--- src/design/cbm_pkg.sv ---
// ----------------------------------------------------------------------------
// cbm_pkg: shared constants and types for the console bus memory map
// Region codes, function codes, special addresses and the controller state.
// ----------------------------------------------------------------------------
package cbm_pkg;

	localparam int VRAM_BYTES = 8192;
	localparam int WRAM_BYTES = 8192;
	localparam int OAM_BYTES  = 160;
	localparam int BOOT_BYTES = 256;
	localparam int IO_BYTES   = 128;
	localparam int HRAM_BYTES = 127;

	localparam int VRAM_AW = $clog2(VRAM_BYTES);
	localparam int WRAM_AW = $clog2(WRAM_BYTES);
	localparam int OAM_AW  = $clog2(OAM_BYTES);
	localparam int BOOT_AW = (BOOT_BYTES > 1) ? $clog2(BOOT_BYTES) : 1;
	localparam int CLR_AW  = 13;

	localparam logic [1:0] FUNC_READ  = 2'd0;
	localparam logic [1:0] FUNC_WRITE = 2'd1;
	localparam logic [1:0] FUNC_BOOT  = 2'd2;

	localparam logic [15:0] ADDR_DMA    = 16'hFF46;
	localparam logic [15:0] ADDR_STAT   = 16'hFF41;
	localparam logic [15:0] ADDR_LY     = 16'hFF44;
	localparam logic [15:0] ADDR_BOOTOFF = 16'hFF50;
	localparam logic [15:0] ADDR_ECHO_LO = 16'hE000;
	localparam logic [15:0] ADDR_ECHO_HI = 16'hFDFF;
	localparam logic [15:0] ECHO_OFFSET  = 16'h2000;
	localparam logic [15:0] ADDR_OAM     = 16'hFE00;
	localparam logic [15:0] ADDR_OAM_END = 16'hFEA0;
	localparam logic [15:0] ADDR_IO      = 16'hFF00;
	localparam logic [15:0] ADDR_HRAM    = 16'hFF80;
	localparam logic [15:0] ADDR_IE      = 16'hFFFF;
	localparam logic [7:0]  STAT_KEEP    = 8'h07;
	localparam logic [7:0]  STAT_TAKE    = 8'h78;

	typedef enum logic [2:0] {
		REG_NONE, REG_VRAM, REG_WRAM, REG_OAM, REG_IO, REG_HRAM, REG_IE, REG_BOOT
	} region_t;

	typedef struct packed {
		region_t     region;
		logic [12:0] offset;
	} decode_t;

	typedef enum logic [2:0] {
		ST_CLEAR, ST_IDLE, ST_READ, ST_DMA_RD, ST_DMA_WR
	} state_t;

	// Map a bus address to a region and an offset inside that region.
	function automatic decode_t decode(logic [15:0] a_in, logic overlay);
		decode_t     d;
		logic [15:0] a;
		logic [15:0] o;
		a = a_in;
		if (a >= ADDR_ECHO_LO && a <= ADDR_ECHO_HI)
			a = a - ECHO_OFFSET;
		d.region = REG_NONE;
		o = 16'd0;
		if (overlay && a_in < 16'(BOOT_BYTES) && a_in < 16'h0100) begin
			d.region = REG_BOOT; o = a_in;
		end else if (a >= 16'h8000 && a < 16'hA000) begin
			d.region = REG_VRAM; o = a - 16'h8000;
		end else if (a >= 16'hC000 && a < 16'hE000) begin
			d.region = REG_WRAM; o = a - 16'hC000;
		end else if (a >= ADDR_OAM && a < ADDR_OAM_END) begin
			d.region = REG_OAM; o = a - ADDR_OAM;
		end else if (a >= ADDR_IO && a < ADDR_HRAM) begin
			d.region = REG_IO; o = a - ADDR_IO;
		end else if (a >= ADDR_HRAM && a < ADDR_IE) begin
			d.region = REG_HRAM; o = a - ADDR_HRAM;
		end else if (a == ADDR_IE) begin
			d.region = REG_IE;
		end
		d.offset = o[12:0];
		return d;
	endfunction

endpackage

--- src/design/cbm_clear.sv ---
// ----------------------------------------------------------------------------
// cbm_clear: clear sequencer
// Steps the store address through every entry while the clearing pass runs.
// ----------------------------------------------------------------------------
module cbm_clear (
	input  logic                       clk,
	input  logic                       arst_n,
	input  logic                       en,
	output logic [cbm_pkg::CLR_AW-1:0] addr,
	output logic                       last
);
	logic [cbm_pkg::CLR_AW-1:0] addr_q;

	always_ff @(posedge clk or negedge arst_n) begin
		if (!arst_n)
			addr_q <= '0;
		else if (en)
			addr_q <= addr_q + 1'b1;
	end

	assign addr = addr_q;
	assign last = &addr_q;
endmodule
--- config.mk ---
export PLATFORM = sky130hd
export DESIGN_NAME = cbm_clear
export DESIGN_NICKNAME = d
export VERILOG_FILES = /design/src/design/cbm_pkg.sv /design/src/design/cbm_clear.sv
export SDC_FILE = /design/constraint.sdc
export NUM_CORES = 1
export LEC_CHECK = 0
export BUFFER_PORTS_ARGS = -buffer_cell sky130_fd_sc_hd__buf_2
export CAP_MARGIN = 20
export CORE_UTILIZATION = 40
export CTS_CLUSTER_SIZE = 10
export DETAILED_ROUTE_END_ITERATION = 8
export PLACE_DENSITY = 0.7
export SLEW_MARGIN = 25
export SYNTH_ARGS = -nofsm -noshare
export SYNTH_HDL_FRONTEND = slang
export SYNTH_SLANG_ARGS = --single-unit
--- constraint.sdc ---
create_clock -name clk -period 2.4 [get_ports clk]
set_clock_uncertainty 0.15 [all_clocks]
set_input_delay 0 -clock clk [delete_from_list [all_inputs] [get_ports clk]]
set_output_delay 0 -clock clk [all_outputs]
set_load 0.02 [all_outputs]
* Word-level counts from Yosys, hierarchy flattened
Cells that the tools add are included.
Cells by class: add/sub/neg operators 1, reduce and logical (&&, ||, !) cells 1
Operator list (number):
- $add A13 B1 Y13 const B | 1
- $reduce_and A13 Y1 | 1
Storage, ports and cells: register bits after elaboration 13, input port bits 3, output and inout bits 14, word-level logic and storage cells 3

* Logic depth before layout (Yosys ltp)
Gate-level depths: netlist (run 1).
depth after elaboration 1, gate-level depth with buffers 4

* Worst setup path before layout (run 1)
Ideal clock, no wire load.
path kind flip-flop to output port, start reg addr_q, in the netlist addr[0], end out last, arrival time 1.545 ns, data required time 2.250 ns, setup slack 0.705 ns, stages on the path, launching flop included 4, cell sequence dfrtp_1 ha_1 nand4_1 nor4_1
Between the ends: cells in the longest elaborated chain, start to end 1
RTL lines:
- start: declaration | line cbm_clear.sv:12 | logic [cbm_pkg::CLR_AW-1:0] addr_q;
- start signal: assignment | line cbm_clear.sv:18 | addr_q <= addr_q + 1'b1;
- $reduce_and A13 Y1 | line cbm_clear.sv:22 | assign last = &addr_q;
- end: declaration | line cbm_clear.sv:10 | output logic last
No other way between the ends.

* Worst setup path in the final report (run 1)
Same ends and word-level chain as after synthesis.

==> flow_summary.ini, run 1 <==
[critical_path]
cp_slowest_cell = dfrtp_1
timing.rr.start = addr[0]
cp.arrival_ps = 1500
critPathMaxStageDelay_ps = 440
r2r_cells = 4
worstPathMaxFanout = 5
r2r-end = addr[12]
reg2reg_slack_ps = 910
worstSetupStartpointType = register
crit_required_ps = 2250
crit_type = register to output pin
endpoint_kind = output pin
cp_cell_sequence = ha_1 -> nand4_1 -> nor4_1 -> buf_2

[final_layout]
drive_above_1_share_pct = 38.9
n_antenna_cell = 0
fillerInstances = 125
nNetsFinal = 77
largest_reg_flops = 13
fin_cells = 87
syn_to_final_growth_pct = 23.8

[detailed_routing]
via_per_inst = 5.21
drt_iter0_markers = 9
wire_per_inst_um = 13.1
firstDrtPassIters = 2
vias = 453
drt_wl_total_um = 1140
drc = 0
postRouteAntennaNets = 0

[floorplanning]
die-area_mm2 = 0.00174
initial_core_util_pct = 45.7
core.rowCount = 13
fp.dieW_um = 41.7
core-area_mm2 = 0.00138
fp.dieH_um = 41.7
num_io_pins = 17

[clocking]
cts_tree = done
cts_resized = 0
clockBufferDepth = 2
clock-sinks = 13
post_cts_buffers = 0
cts_root_buf = clkbuf_4
clkTransAtPathRegs_ps = 80
numCtsBuffers = 3
htree_num_levels = 1
clk_latency_ps = 270

[yosys]
ys_warn_count = 0
synthTopCellsByArea = dfrtp_1 (51%), xor2_1 (12%), nor4_2 (5.9%)
synth.yosys.seq_area_share_pct = 51.5
synth_top_area_share_pct = 51.5
ys_seq_elements = 13
syn_area_um2 = 632
synth_top_area_cell = dfrtp_1
synthCells = 50
ys_types = 17
synth.net_count = 54
synth_area_per_cell_um2 = 12.6

[min_path]
whs_path_depth = 1
min_from = addr[10]
hold_end = addr[10]
hp-class = register to register

[timing]
worst_hold_slack_ps = 356
finalSetupViolCount = 0
rsz0062_at_grt = false
final_max_slew_viol_count = 0
max-slew-margin-rel_pct = 60.8
hold_viol_final = 0
tns_ps = 0
period_share_pct = 68.8
min_period_ps = 1650
fmax_mhz = 606
worst_pin_slew_ps = 587

[power]
switching_share_pct = 41.8
powerDensity_mw_per_mm2 = 989
pwr-share-clk_pct = 17.2
p_comb_share_pct = 34.2
power_mw = 0.773
p_int_mw = 0.450
vdd_drop_max_uv = 739
p_switching_mw = 0.323
power.leakage_nw = 0.385
seqPwrFrac_pct = 48.6

[global_route]
grt_pass1_vias = 448
grt_usage_pct = 15.3
antenna_found_initial = 0
grt_max_degree = 14
grt_overflow = 0
grt_first_pass_wirelength_um = 1970

[placed_design]
hpwl_um = 836
routabilityCongestion = 0.703
port_buffers = 16
placed_cells = 80

[status]
status = finished, final reports clean

[job]
drv_cap = 0
[cells in the mapped netlist, drive strengths merged]
cell / count
dfrtp: 13
xor2: 9
nand2: 5
nand3: 4
nand4: 4
nor4: 4
nor3: 3
xnor2: 3
nor2: 2
buf: 1
ha: 1
mux2: 1
[repair_timing]
item	in CTS	in global routing
hold endpoints to repair	18	0
hold buffers	3	0
setup endpoints to repair	0	0
[worst max-delay path by stage]
stage	cells after the start	to	start	slack, ps
2_1_floorplan	3	last	addr[0]	710
3_3_place_gp	4	addr[8]	addr[0]	1000
3_5_place_dp	4	addr[12]	addr[0]	920
4_1_cts	4	last	addr[0]	730
5_1_grt	4	last	addr[0]	600
6_report	4	last	addr[0]	750
[cells by family after synthesis]
family	after synthesis	share of synthesized area (%)
XOR/XNOR	12	16.6
adder cells (fa/ha/maj)	1	1.98
buffers and inverters	1	0.791
flip-flops	13	51.5
multiplexers	1	1.78
AND/OR/NAND/NOR	22	27.3
[placed cells by master, fill, tap and decap left out, types with 2 or more instances in the layout]
master / Yosys / layout
nor3_2: 2 / 2
dlygate4sd3_1: 0 / 3
nand2_1: 5 / 5
clkbuf_4: 0 / 3
dfrtp_1: 13 / 13
xor2_1: 9 / 9
nand3_1: 2 / 2
nand4_1: 3 / 3
nor2_1: 2 / 2
xnor2_1: 3 / 3
nor4_2: 3 / 3
buf_2: 1 / 16
[layer usage]
metal	part of all wire [%]	GRT usage, %	vias up
li1	-	-	220
met1	42	17.6	219
met2	52	26.9	14
met3	5.8	5.22	0
met4	0	3.87	0
met5	0	0	-
[layout make-up]
cell class              instances  area (um^2)  area share (%)
repair buffers                 19          110            14.1
well taps                      15         18.8            2.40
flip-flops and latches         13          325            41.6
multi-input cells              36          302            38.6
clock buffers                   4         26.3            3.36
[power groups by stage]
stage,sequential (mW),clock (mW),combinational [mW]
2_1_floorplan,0.442,0,0.113
3_3_place_gp,0.379,0,0.259
3_5_place_dp,0.383,0,0.265
4_1_cts,0.378,0.142,0.269
5_1_grt,0.390,0.147,0.288
6_report,0.375,0.133,0.265
[per-stage QoR]
| stage | instance area (um^2) | util [%] | setup WS (ps) |
|---|---|---|---|
| 6_report | 782 | 56.6 | 749 |
| 5_1_grt | 782 | 56.6 | 600 |
| 4_1_cts | 782 | 56.6 | 729 |
| 3_5_place_dp | 726 | 52.5 | 920 |
| 3_3_place_gp | 726 | 52.5 | 1000 |
| 2_1_floorplan | 632 | - | 705 |
[critical path: cells and delay by family (launching register included)]
family,cells,cell delay [ps]
AND/OR/NAND/NOR,2,300
buffers and inverters,1,210
adder cells (fa/ha/maj),1,270
flip-flops,1,440
Power figures use the tool's default switching activity.
==> run 2: changes to the inputs <==
clock period = 1.52 ns   (was 2.4 ns; I/O delays follow)
==> run 2 against run 1 <==
Effect of this change: first-iteration DRC count is 78% lower; critical path type unchanged; largest power group unchanged; highest routed layer unchanged; sequential power is 57% higher; design area is 8.3% higher; non-clock buffer count is 4 higher; total power is 72% higher; global-route usage is 0.25 points lower; critical endpoint unchanged; worst hold slack better by 2.3 ps; final cell count is 4.6% higher; via count is 3.5% higher; register-to-register slack worse by 670 ps; clock-buffer cell count stayed put; sequential share of layout area is 2.5 points lower.
==> flow_summary.ini, run 2 (synthesized netlist as in run 1, its figures left out) <==
[floorplanning]
core-area_mm2 = 0.00138
die-area_mm2 = 0.00174
initial_core_util_pct = 45.7
fp.dieH_um = 41.7
num_io_pins = 17
core.rowCount = 13
fp.dieW_um = 41.7

[min_path]
whs_path_depth = 1
hp-class = register to register
min_from = addr[12]

[detailed_routing]
drt_wl_total_um = 1160
firstDrtPassIters = 2
wire_per_inst_um = 12.7
postRouteAntennaNets = 0
vias = 469
drc = 0
via_per_inst = 5.15
drt_iter0_markers = 2

[timing]
fmax_mhz = 702
max-slew-margin-rel_pct = 61.9
min_period_ps = 1430
worst_pin_slew_ps = 569
finalSetupViolCount = 0
tns_ps = 0
final_max_slew_viol_count = 0
setup_slack_ps = 95.0
period_share_pct = 93.8
rsz0062_at_grt = true
hold_viol_final = 0
worst_hold_slack_ps = 358

[placed_design]
place_worst_setup_slack_ps = 113
placed_cells = 81
place_area_um2 = 739
port_buffers = 16
hpwl_um = 785
routabilityCongestion = 0.669

[final_layout]
final_core_util_pct = 61.3
layout_common_cells = buf_2 (15), xor2_1 (9), dfrtp_1 (8)
final_area_um2 = 847
fin_cells = 91
seq_area_um2 = 332
drive_above_1_share_pct = 52.6
n_antenna_cell = 0
fillerInstances = 121
final_common_cell = buf_2
largest_reg_flops = 13
nNetsFinal = 81
multi_input_area_um2 = 328
syn_to_final_growth_pct = 34.1

[clocking]
numCtsBuffers = 3
clock-sinks = 13
cts_root_buf = clkbuf_4
clockBufferDepth = 2
htree_num_levels = 1
clkTransAtPathRegs_ps = 70
clk_latency_ps = 270
cts_tree = done

[critical_path]
cp.arrival_ps = 1280
crit_required_ps = 1370
timing.rr.start = addr[0]
cp_cell_sequence = nand2_4 -> nor4_2 -> buf_4
crit_type = register to output pin
endpoint_kind = output pin
crit_start = addr[7]
cp_slowest_cell = dfrtp_1
critPathMaxStageDelay_ps = 450
worstPathMaxFanout = 5
worstSetupStartpointType = register
cp.depth = 3
path_buf_inv = 1
path_delay_family = flip-flops
r2r_cells = 4

[power]
vdd_drop_max_uv = 1310
powerDensity_mw_per_mm2 = 1570
power.leakage_nw = 0.414
power_mw = 1.33

[global_route]
grt_pass1_vias = 413
grt_first_pass_wirelength_um = 1970
grt_max_degree = 14
grt_overflow = 0
antenna_found_initial = 0
grt_usage_pct = 15.0

[job]
drv_cap = 0

[status]
status = finished, final reports clean
==> run 2: changes by cell type in the layout (fill, tap and decap cells not counted) <==
cell and change:
buf_4 +5, dfrtp_1 -5, dfrtp_2 +5, buf_2 -1, ha_1 -1, ha_4 +1
nand2_1 -1, nand2_4 +1, nor4_1 -1, nor4_2 +1
==> run 2: layout make-up <==
type	count	area share, %
sequential	13	39.1
multi-input combinational	36	38.7
timing repair buffer	23	16.8
clock buffer	4	3.10
tap	15	2.22
==> run 2: layer usage <==
layer | GRT usage, % | share of wire, % | up-vias
met5 | 0 | 0 | -
met4 | 3.87 | 0 | 0
met3 | 6.52 | 4.7 | 0
met2 | 21.9 | 45 | 12
met1 | 20.4 | 50 | 228
li1 | - | - | 229
==> run 2: where the power goes <==
| part | total [mW] | leakage (nW) | switching (mW) | internal [mW] |
|---|---|---|---|---|
| Sequential | 0.588 | 0.163 | 0.141 | 0.446 |
| Clock | 0.207 | 0.0150 | 0.105 | 0.102 |
| Combinational | 0.532 | 0.236 | 0.292 | 0.240 |
| Total | 1.33 | 0.414 | 0.539 | 0.788 |
==> run 2: timing repair <==
| action | CTS | global route |
|---|---|---|
| setup buffers | 1 | 2 |
| gates resized for setup | 3 | 7 |
| hold buffers | 3 | 0 |
| endpoints found under the hold margin | 18 | 0 |
| setup endpoints to repair | 1 | 1 |
| pin swaps | 0 | 0 |
==> run 2: worst register-to-register path, cell delays in order, from the launching register on <==
cell and delay [ps]:
dfrtp_1 390, buf_4 160, nand4_4 150, nor3_2 210
xor2_1 160
==> run 2: final timing paths <==
kind                       endpoint  slack (ps)
max in group asynchronous   addr[8]         180
hold reg to reg            addr[12]         360
setup reg to reg            addr[7]         240
min in group asynchronous   addr[5]         640
hold / removal             addr[12]         360
setup / recovery               last          90
